--- src/hw/rtl/cfsr_pkg.sv ---
// Shared constants, types and functions of the framed serial receiver.
package cfsr_pkg;

    // Saturation limit of the data byte count and position.
    localparam int COUNT_MAX = 255;

    // The stored byte count runs up to COUNT_MAX plus the five framing bytes.
    localparam int CNT_W     = $clog2(COUNT_MAX + 6);
    localparam int CLAMP_LIM = (COUNT_MAX < 255) ? COUNT_MAX : 255;

    localparam logic [CNT_W-1:0] CNT_TOP = CNT_W'(COUNT_MAX + 5);
    localparam logic [CNT_W-1:0] CNT_HDR = CNT_W'(5);

    // Framing characters.
    localparam logic [7:0] START_CHAR = 8'h3A;
    localparam logic [7:0] CR_CHAR    = 8'h0D;
    localparam logic [7:0] LF_CHAR    = 8'h0A;

    // CRC-16/ARC polynomial 0x8005 in reflected form.
    localparam logic [15:0] POLY_REFL = 16'hA001;

    // Result kinds.
    typedef enum logic [1:0] {
        KIND_DATA    = 2'd0,
        KIND_GOOD    = 2'd1,
        KIND_CRC_ERR = 2'd2,
        KIND_SHORT   = 2'd3
    } kind_t;

    // One result as it travels from the frame core to the output register.
    typedef struct packed {
        kind_t       kind;
        logic [7:0]  payload_byte;
        logic [7:0]  payload_position;
        logic [7:0]  device_id;
        logic [7:0]  function_code;
        logic [7:0]  payload_count;
        logic [15:0] computed_check;
        logic [15:0] received_check;
    } result_t;

    // Byte-wide CRC-16/ARC update, LSB first.
    function automatic logic [15:0] crc_byte(input logic [15:0] crc, input logic [7:0] b);
        logic [15:0] c;
        c = crc ^ {8'h00, b};
        for (int i = 0; i < 8; i++) begin
            c = c[0] ? ((c >> 1) ^ POLY_REFL) : (c >> 1);
        end
        return c;
    endfunction

    // Saturate a count at the limit and at eight bits.
    function automatic logic [7:0] clamp8(input logic [CNT_W-1:0] v);
        logic [CNT_W-1:0] r;
        r = (v > CNT_W'(CLAMP_LIM)) ? CNT_W'(CLAMP_LIM) : v;
        return 8'(r);
    endfunction

endpackage

--- src/hw/rtl/cfsr_in_stage.sv ---
// Input register of the receiver: holds one accepted byte until the core takes it.
module cfsr_in_stage (
    input  logic       clk,
    input  logic       rst_n,
    input  logic       in_valid,
    output logic       in_stall,
    input  logic [7:0] rx_byte,
    input  logic       advance,
    output logic       byte_valid,
    output logic [7:0] byte_data
);
    import cfsr_pkg::*;

    logic       valid_reg;
    logic [7:0] byte_reg;
    logic       accept;

    // The register is free when empty or when its byte moves on this cycle.
    assign in_stall = valid_reg && !advance;
    assign accept   = in_valid && !in_stall;

    always_ff @(posedge clk or negedge rst_n)
    begin
        if (!rst_n)
        begin
            valid_reg <= 1'b0;
        end
        else if (accept)
        begin
            valid_reg <= 1'b1;
        end
        else if (advance)
        begin
            valid_reg <= 1'b0;
        end
    end

    // Byte payload needs no reset.
    always_ff @(posedge clk)
    begin
        if (accept)
        begin
            byte_reg <= rx_byte;
        end
    end

    assign byte_valid = valid_reg;
    assign byte_data  = byte_reg;

endmodule

--- src/hw/rtl/cfsr_frame_core.sv ---
// Frame parser: framing state, delay line, CRC accumulation and verdicts.
module cfsr_frame_core (
    input  logic              clk,
    input  logic              rst_n,
    input  logic              step,
    input  logic [7:0]        byte_data,
    output logic              res_valid,
    output cfsr_pkg::result_t result
);
    import cfsr_pkg::*;

    logic             in_frame_reg, in_frame_next;
    logic             prev_cr_reg, prev_cr_next;
    logic [7:0]       win0_reg, win0_next;
    logic [7:0]       win1_reg, win1_next;
    logic [7:0]       win2_reg, win2_next;
    logic [CNT_W-1:0] count_reg, count_next;
    logic [7:0]       dev_reg, dev_next;
    logic [7:0]       fn_reg, fn_next;
    logic [15:0]      crc_reg, crc_next;
    logic [15:0]      rx_check;

    // The check bytes sit in the two oldest window slots when LF arrives.
    assign rx_check = {win0_reg, win1_reg};

    // Next state and result for the byte being processed.
    always_comb
    begin
        in_frame_next = in_frame_reg;
        prev_cr_next  = prev_cr_reg;
        win0_next     = win0_reg;
        win1_next     = win1_reg;
        win2_next     = win2_reg;
        count_next    = count_reg;
        dev_next      = dev_reg;
        fn_next       = fn_reg;
        crc_next      = crc_reg;
        res_valid     = 1'b0;
        result        = '0;

        if (step)
        begin
            prev_cr_next = (byte_data == CR_CHAR);
            if (byte_data == START_CHAR)
            begin
                // Start character opens or restarts a frame.
                in_frame_next = 1'b1;
                win0_next     = '0;
                win1_next     = '0;
                win2_next     = '0;
                count_next    = '0;
                dev_next      = '0;
                fn_next       = '0;
                crc_next      = '0;
            end
            else if (in_frame_reg)
            begin
                if ((byte_data == LF_CHAR) && prev_cr_reg)
                begin
                    // End of frame: report the verdict.
                    in_frame_next        = 1'b0;
                    res_valid            = 1'b1;
                    result.device_id     = dev_reg;
                    result.function_code = fn_reg;
                    if (count_reg < CNT_HDR)
                    begin
                        result.kind = KIND_SHORT;
                    end
                    else
                    begin
                        result.kind           = (rx_check == crc_reg) ? KIND_GOOD
                                                                      : KIND_CRC_ERR;
                        result.payload_count  = clamp8(count_reg - CNT_HDR);
                        result.computed_check = crc_reg;
                        result.received_check = rx_check;
                    end
                end
                else
                begin
                    // Release the oldest window byte once it cannot be check or CR.
                    if (count_reg >= CNT_HDR)
                    begin
                        crc_next                = crc_byte(crc_reg, win0_reg);
                        res_valid               = 1'b1;
                        result.kind             = KIND_DATA;
                        result.payload_byte     = win0_reg;
                        result.payload_position = clamp8(count_reg - CNT_HDR);
                        result.device_id        = dev_reg;
                        result.function_code    = fn_reg;
                    end

                    // Capture the address and function bytes.
                    if (count_reg == '0)
                    begin
                        dev_next = byte_data;
                    end
                    else if (count_reg == CNT_W'(1))
                    begin
                        fn_next = byte_data;
                    end

                    win0_next = win1_reg;
                    win1_next = win2_reg;
                    win2_next = byte_data;
                    if (count_reg < CNT_TOP)
                    begin
                        count_next = count_reg + CNT_W'(1);
                    end
                end
            end
        end
    end

    // State registers.
    always_ff @(posedge clk or negedge rst_n)
    begin
        if (!rst_n)
        begin
            in_frame_reg <= 1'b0;
            prev_cr_reg  <= 1'b0;
            win0_reg     <= '0;
            win1_reg     <= '0;
            win2_reg     <= '0;
            count_reg    <= '0;
            dev_reg      <= '0;
            fn_reg       <= '0;
            crc_reg      <= '0;
        end
        else
        begin
            in_frame_reg <= in_frame_next;
            prev_cr_reg  <= prev_cr_next;
            win0_reg     <= win0_next;
            win1_reg     <= win1_next;
            win2_reg     <= win2_next;
            count_reg    <= count_next;
            dev_reg      <= dev_next;
            fn_reg       <= fn_next;
            crc_reg      <= crc_next;
        end
    end

endmodule

--- src/hw/rtl/cfsr_out_stage.sv ---
// Output register of the receiver: holds one result until the consumer takes it.
module cfsr_out_stage (
    input  logic              clk,
    input  logic              rst_n,
    input  logic              res_valid,
    input  cfsr_pkg::result_t result,
    output logic              advance,
    output logic              out_valid,
    input  logic              out_stall,
    output cfsr_pkg::result_t result_out
);
    import cfsr_pkg::*;

    logic    valid_reg;
    result_t result_reg;

    // The pipeline moves whenever the output register is empty or being taken.
    assign advance = !valid_reg || !out_stall;

    always_ff @(posedge clk or negedge rst_n)
    begin
        if (!rst_n)
        begin
            valid_reg <= 1'b0;
        end
        else if (advance)
        begin
            valid_reg <= res_valid;
        end
    end

    // Result payload needs no reset.
    always_ff @(posedge clk)
    begin
        if (advance && res_valid)
        begin
            result_reg <= result;
        end
    end

    assign out_valid  = valid_reg;
    assign result_out = result_reg;

endmodule

--- src/hw/rtl/crc_framed_serial_receiver.sv ---
// Receiver for ASCII-framed messages protected by CRC-16/ARC.
//
// Input channel: one received byte per request on rx_byte, qualified by in_valid
// and held off by in_stall. A ':' opens or restarts a frame, followed by device,
// function, data bytes, check high, check low, CR and LF.
// Output channel: one result per request, qualified by out_valid and held off by
// out_stall. Each data byte is released once three later bytes have arrived;
// an LF after CR yields a verdict (good, CRC mismatch or too short).
// Bytes that do not lead to a result (framing, header, check, stray bytes)
// produce no output request.
// An accepted byte goes from the input register through the combinational
// frame core; its result, if any, is captured in the result register.
// Throughput: one byte per cycle while out_stall is low; the byte-wide CRC update
// and the framing logic between the two registers set that figure.
// Reset clears the framing state and both valid flags; the block then waits for ':'.
// While out_stall holds a result, one more byte is still accepted into the input
// register; after that in_stall rises until the result is taken.
module crc_framed_serial_receiver (
    input  logic        clk,
    input  logic        rst_n,
    input  logic        in_valid,
    output logic        in_stall,
    input  logic [7:0]  rx_byte,
    output logic        out_valid,
    input  logic        out_stall,
    output logic [1:0]  result_kind,
    output logic [7:0]  payload_byte,
    output logic [7:0]  payload_position,
    output logic [7:0]  device_id,
    output logic [7:0]  function_code,
    output logic [7:0]  payload_count,
    output logic [15:0] computed_check,
    output logic [15:0] received_check
);
    import cfsr_pkg::*;

    logic       advance;
    logic       byte_valid;
    logic [7:0] byte_data;
    logic       res_valid;
    result_t    result;
    result_t    result_out;

    // Input register.
    cfsr_in_stage u_in (
        .clk        (clk),
        .rst_n      (rst_n),
        .in_valid   (in_valid),
        .in_stall   (in_stall),
        .rx_byte    (rx_byte),
        .advance    (advance),
        .byte_valid (byte_valid),
        .byte_data  (byte_data)
    );

    // Frame parsing and CRC.
    cfsr_frame_core u_core (
        .clk       (clk),
        .rst_n     (rst_n),
        .step      (byte_valid && advance),
        .byte_data (byte_data),
        .res_valid (res_valid),
        .result    (result)
    );

    // Result register.
    cfsr_out_stage u_out (
        .clk        (clk),
        .rst_n      (rst_n),
        .res_valid  (res_valid),
        .result     (result),
        .advance    (advance),
        .out_valid  (out_valid),
        .out_stall  (out_stall),
        .result_out (result_out)
    );

    assign result_kind      = result_out.kind;
    assign payload_byte     = result_out.payload_byte;
    assign payload_position = result_out.payload_position;
    assign device_id        = result_out.device_id;
    assign function_code    = result_out.function_code;
    assign payload_count    = result_out.payload_count;
    assign computed_check   = result_out.computed_check;
    assign received_check   = result_out.received_check;

endmodule

--- config.mk ---
export PLATFORM = sky130hd
export DESIGN_NAME = crc_framed_serial_receiver
export DESIGN_NICKNAME = d
export VERILOG_FILES = /design/src/hw/rtl/cfsr_pkg.sv /design/src/hw/rtl/cfsr_in_stage.sv /design/src/hw/rtl/cfsr_frame_core.sv /design/src/hw/rtl/cfsr_out_stage.sv /design/src/hw/rtl/crc_framed_serial_receiver.sv
export SDC_FILE = /design/constraint.sdc
export NUM_CORES = 1
export LEC_CHECK = 0
export BUFFER_PORTS_ARGS = -buffer_cell sky130_fd_sc_hd__buf_2
export CAP_MARGIN = 20
export CORE_ASPECT_RATIO = 1.25
export CORE_UTILIZATION = 25
export DETAILED_ROUTE_END_ITERATION = 12
export REMOVE_ABC_BUFFERS = 1
export SYNTH_ARGS = -nofsm -noshare
export SYNTH_HDL_FRONTEND = slang
export SYNTH_SLANG_ARGS = --single-unit
--- constraint.sdc ---
create_clock -name clk -period 3.41 [get_ports clk]
set_input_delay 0.1705 -clock clk [delete_from_list [all_inputs] [get_ports clk]]
set_output_delay 0.1705 -clock clk [all_outputs]
set_load 0.05 [all_outputs]
### Word-level counts from Yosys, hierarchy flattened

Cells that the tools add are included.

* flip-flop bits (word level): 151
* input port bits: 12
* word-level logic and storage cells: 121

* add/subtract/negate cells: 2
* order comparisons: 4
* eq/ne operators: 7
* muxes and demuxes: 50
* bitwise operators: 13
* reductions and logical operators: 25

Operators with widths (count)
* $mux 16: 14
* $mux 8: 19
* $mux 9: 4
* $not 2->3: 8
* $eq 16x16->1: 1
* $eq 8x4->1 const B: 2
* $xor 16x8->16: 1
* $reduce_and 4->1: 3
* $reduce_bool 2->1: 6
* $mux 1: 10
* $reduce_or 5->1: 2
* $add 9x1->9 const B: 1
* $eq 9x1->1 const B: 1
* $ge 9x3->1 const B: 1
* $gt 9x8->1 const B: 1
* $logic_not 9->1: 1
* $lt 9x3->1 const B: 1
* $lt 9x9->1 const B: 1
* $sub 9x3->9 const B: 1
* $eq 8x6->1 const B: 1
* $mux 2: 3
* $logic_and 1x1->1: 5
* $reduce_and 5->1: 1
* $logic_not 1->1: 4
* other kinds (5): 9

### Depth between registers and ports, before layout

* depth after elaboration: 21
* gate-level depth with buffers: 9

### By module

Synthesis repeated with hierarchy kept, for this count alone.

* cell total of the unflattened synthesis: 481
* area, all modules: 6536.3 µm²

By module, submodules not included
* cfsr_frame_core: times used 1, cells an instance 389, area each 3962.6 µm², sequential area each 1676.6 µm²
* cfsr_out_stage: times used 1, cells an instance 78, area each 2269.7 µm², sequential area each 2247.2 µm²
* cfsr_in_stage: times used 1, cells an instance 13, area each 297.8 µm², sequential area each 265.3 µm²
* crc_framed_serial_receiver: times used 1, cells an instance 1, area each 6.3 µm², sequential area each 0.0 µm²

### Worst setup path before layout

Ideal clock, no wire load.

* path type: reg-to-reg
* from: reg u_core.count_reg[8]
* to: reg u_out.result_reg, in the netlist u_out.result_out[0], enable pin
* arrival: 2.417 ns
* required time: 3.010 ns
* setup slack: 0.592 ns
* cell stages (with the launch flop): 8
* period minus slack after synthesis: 2.818 ns
* path through: dfrtp_1 clkbuf_1 nor2_1 nand3_1 a21oi_1 or2_2 a21oi_2 buf_2

* word-level cells in the longest chain between the ends: 7

RTL lines
* start: declaration: RTL line cfsr_frame_core.sv:17 `logic [CNT_W-1:0] count_reg, count_next;`
* start signal: assignment: RTL line cfsr_frame_core.sv:136 `count_reg <= count_next;`
* $ge 9x3->1: RTL line cfsr_frame_core.sv:81 `if (count_reg >= CNT_HDR)`
* $mux 1: RTL line cfsr_frame_core.sv:81
* $mux 1: RTL line cfsr_frame_core.sv:58 `if ((byte_data == LF_CHAR) && prev_cr_reg)`
* $mux 1: RTL line cfsr_frame_core.sv:56 `else if (in_frame_reg)`
* $mux 1: RTL line cfsr_frame_core.sv:44 `if (byte_data == START_CHAR)`
* $mux 1: RTL line cfsr_frame_core.sv:41 `if (step)`
* $logic_and 1x1->1: RTL line cfsr_out_stage.sv:35 `if (advance && res_valid)`
* end signal: assignment: RTL line cfsr_out_stage.sv:37 `result_reg <= result;`
* end: declaration: RTL line cfsr_out_stage.sv:15 `result_t result_reg;`

Every way passes these cells.
A chain may end at the register's enable or synchronous reset.

### Worst setup path in the final report

* from: reg u_core.count_reg[2]
* to: reg u_out.result_reg, in the netlist u_out.result_out[71], enable pin

Same word-level chain as after synthesis.

==> impl_metrics.tcl <==
set metrics [dict create \
    cp.arrival_ps 2620 \
    drive_gt1_frac 0.253 \
    grt_max_degree 56 \
    synth.area.top_cells "edfxtp_1, dfrtp_1, and2_1" \
    powerDensity_mw_per_mm2 629 \
    final_nets 611 \
    cp-start-kind "flip-flop" \
    largest_register_ffs 74 \
    grt_pass1_wl_um 21500 \
    wl_per_cell_um 14.3 \
    die_area_mm2 0.0264 \
    cts.htree.levels 4 \
    ys_ff_latch 151 \
    synth.largest_area_cell "edfxtp_1" \
    postCtsHoldBufs 10 \
    dp_hpwl_um 9660 \
    syn_inst 495 \
    period_needed_ps 2570 \
    synthDominantCellAreaShare 0.383 \
    instances_no_fill 944 \
    async_flop_share 0.457 \
    synth_most_common_cell "edfxtp_1" \
    ant_nets 0 \
    ys_warn_count 0 \
    dr.pass1.iters 5 \
    drt-total-wl_um 13500 \
    cts-root-buf "clkbuf_16" \
    ctsResizeCount 0 \
    synth-edff-count 82 \
    synthFlopType "edfxtp_1" \
    final_hold_viol_count 0 \
    clockBufferDepth 2 \
    dp_cells 900 \
    irDropWorstVdd_uv 272 \
    critPathTopFamily "simple AND/OR/NAND/NOR gates" \
    fin_worst_skew_ps 17.0 \
    fin_area_mm2 0.00794 \
    hold_class "primary input to async pin" \
    grt_usage 0.108 \
    maxSlewViolCount 0 \
    antenna-diode-count 0 \
    post_cts_buffers 0 \
    synthTopCellsByCount "edfxtp_1, dfrtp_1, and2_1, nand2_1, a22o_1" \
    crit_path_end_kind "flip-flop" \
    cts_tree "done" \
    vias 3970 \
    cts.sinks 151 \
    synth_area_mm2 0.00643 \
    syn_area_per_cell_um2 13.0 \
    worst-setup-path-type "flip-flop to flip-flop" \
    cp_slowest_cell "buf_4" \
    place_congestion 0.815 \
    p_leak_nw 3.65 \
    crit_chain "o21ai_1, nand3_1, a21oi_1, or2_2, a21oi_4, buf_4" \
    tightest_slew_ps 678 \
    synth.distinct_cells 47 \
    clk_latency_ps 420 \
    viasPerCell 4.21 \
    place_area_mm2 0.00724 \
    setup_tns_ps 0 \
    rsz0062_at_grt "no" \
    row_count 65 \
    start_util 0.255 \
    worst-path-max-fanout 55 \
    clk_pin_slew_worst_paths_ps 70 \
    placement.io_buffers 87 \
    die_w_um 145 \
    antenna_found_initial 0 \
    coreArea_mm2 0.0252 \
    cts_buffers 17 \
    required_ps 3460 \
    relSlewSlack 0.548 \
    max_freq_mhz 388 \
    status "complete, no violations" \
    grt_pass1_vias 3931 \
    die_h_um 181 \
    ys_seq_area_frac 0.652 \
    pin_count 88 \
    critPathBufInv 1 \
    critPathMaxStageDelay_ps 540 \
    drc_errors 0 \
    drv_cap 0 \
    syn_to_final_growth_pct 23.6 \
    setup_violations 0 \
    drtIter0Drc 262 \
    overflow 0 \
    min_period_over_period 0.755 \
]
[routing by layer]
| layer | GRT usage | share of wire | vias up |
|---|---|---|---|
| li1 | - | - | 1967 |
| met1 | 0.122 | 0.42 | 1914 |
| met2 | 0.194 | 0.54 | 80 |
| met3 | 0.0270 | 0.031 | 9 |
| met4 | 0.0404 | 0.012 | 0 |
| met5 | 0 | 0 | - |
[placed cells by master, fill, tap and decap left out, drive strengths merged, types with 3 or more instances in the layout]
| cell type | netlist | routed |
|---|---|---|
| a21o | 5 | 5 |
| nand3 | 5 | 5 |
| o21ai | 22 | 22 |
| nand2 | 51 | 51 |
| xor2 | 24 | 24 |
| nor3 | 5 | 5 |
| and3 | 9 | 9 |
| nor2 | 16 | 16 |
| mux2 | 12 | 12 |
| clkinvlp | 0 | 4 |
| nor4 | 7 | 7 |
| ha | 3 | 3 |
| buf | 7 | 94 |
| nand4 | 6 | 6 |
| and2 | 53 | 53 |
| xnor2 | 21 | 21 |
| or3 | 3 | 3 |
| dlygate4sd3 | 0 | 11 |
| a22o | 26 | 26 |
| nand2b | 3 | 3 |
| edfxtp | 82 | 82 |
| nor2b | 7 | 7 |
| clkbuf | 16 | 18 |
| a21oi | 22 | 22 |
| inv | 4 | 12 |
| dfrtp | 69 | 69 |
[metrics by stage]
stage	hold WS [ps]	power, mW	utilization	setup slack (ps)
6_report	231	5.00	0.315	835
5_1_grt	273	5.24	0.315	636
4_1_cts	1.16	5.05	0.314	838
3_5_place_dp	349	3.24	0.287	852
3_3_place_gp	350	3.22	0.287	924
2_1_floorplan	-125	3.00	-	-551
[path summary, 6_finish.rpt]
path | startpoint | depth (start not counted) | endpoint | slack, ps
setup reg to reg | u_core.count_reg[2] | 6 | u_out.result_out[71] | 840
hold reg to reg | u_core.fn_reg[1] | 2 | u_core.fn_reg[1] | 470
setup / recovery | u_core.count_reg[2] | 6 | u_out.result_out[71] | 840
max in group asynchronous | rst_n | 4 | u_core.crc_reg[2] | 2290
min in group clk | rx_byte[6] | 2 | u_in.byte_data[6] | 470
hold / removal | rst_n | 2 | u_core.dev_reg[0] | 230
[final cells by class]
| class | instances | area [um2] |
|---|---|---|
| Clock inverter | 14 | 140 |
| Clock buffer | 18 | 429 |
| Multi-Input combinational cell | 317 | 2140 |
| Fill cell | 2554 | 17300 |
| Sequential cell | 151 | 4190 |
| Inverter | 4 | 15.0 |
| Timing Repair Buffer | 105 | 611 |
| Tap cell | 335 | 419 |
[where the power goes]
group	internal [mW]	switching, mW	total (mW)
Sequential	2.11	0.230	2.34
Combinational	0.468	0.394	0.862
Clock	1.03	0.769	1.79
Total	3.60	1.39	5.00
[logic make-up (layout without fill, tap and decap cells)]
logic type / after synthesis / after routing / share of synthesized area
and+or+nand+nor: 171 / 171 / 0.144
DFF: 151 / 151 / 0.652
AOI/OAI and AO/OA: 84 / 84 / 0.0882
xor gates and xnor gates: 47 / 47 / 0.0720
buffers and inverters: 27 / 141 / 0.0169
muxes: 12 / 12 / 0.0210
adders and majority gates: 3 / 3 / 0.00584
No activity file was read; power rests on OpenSTA's default activity.
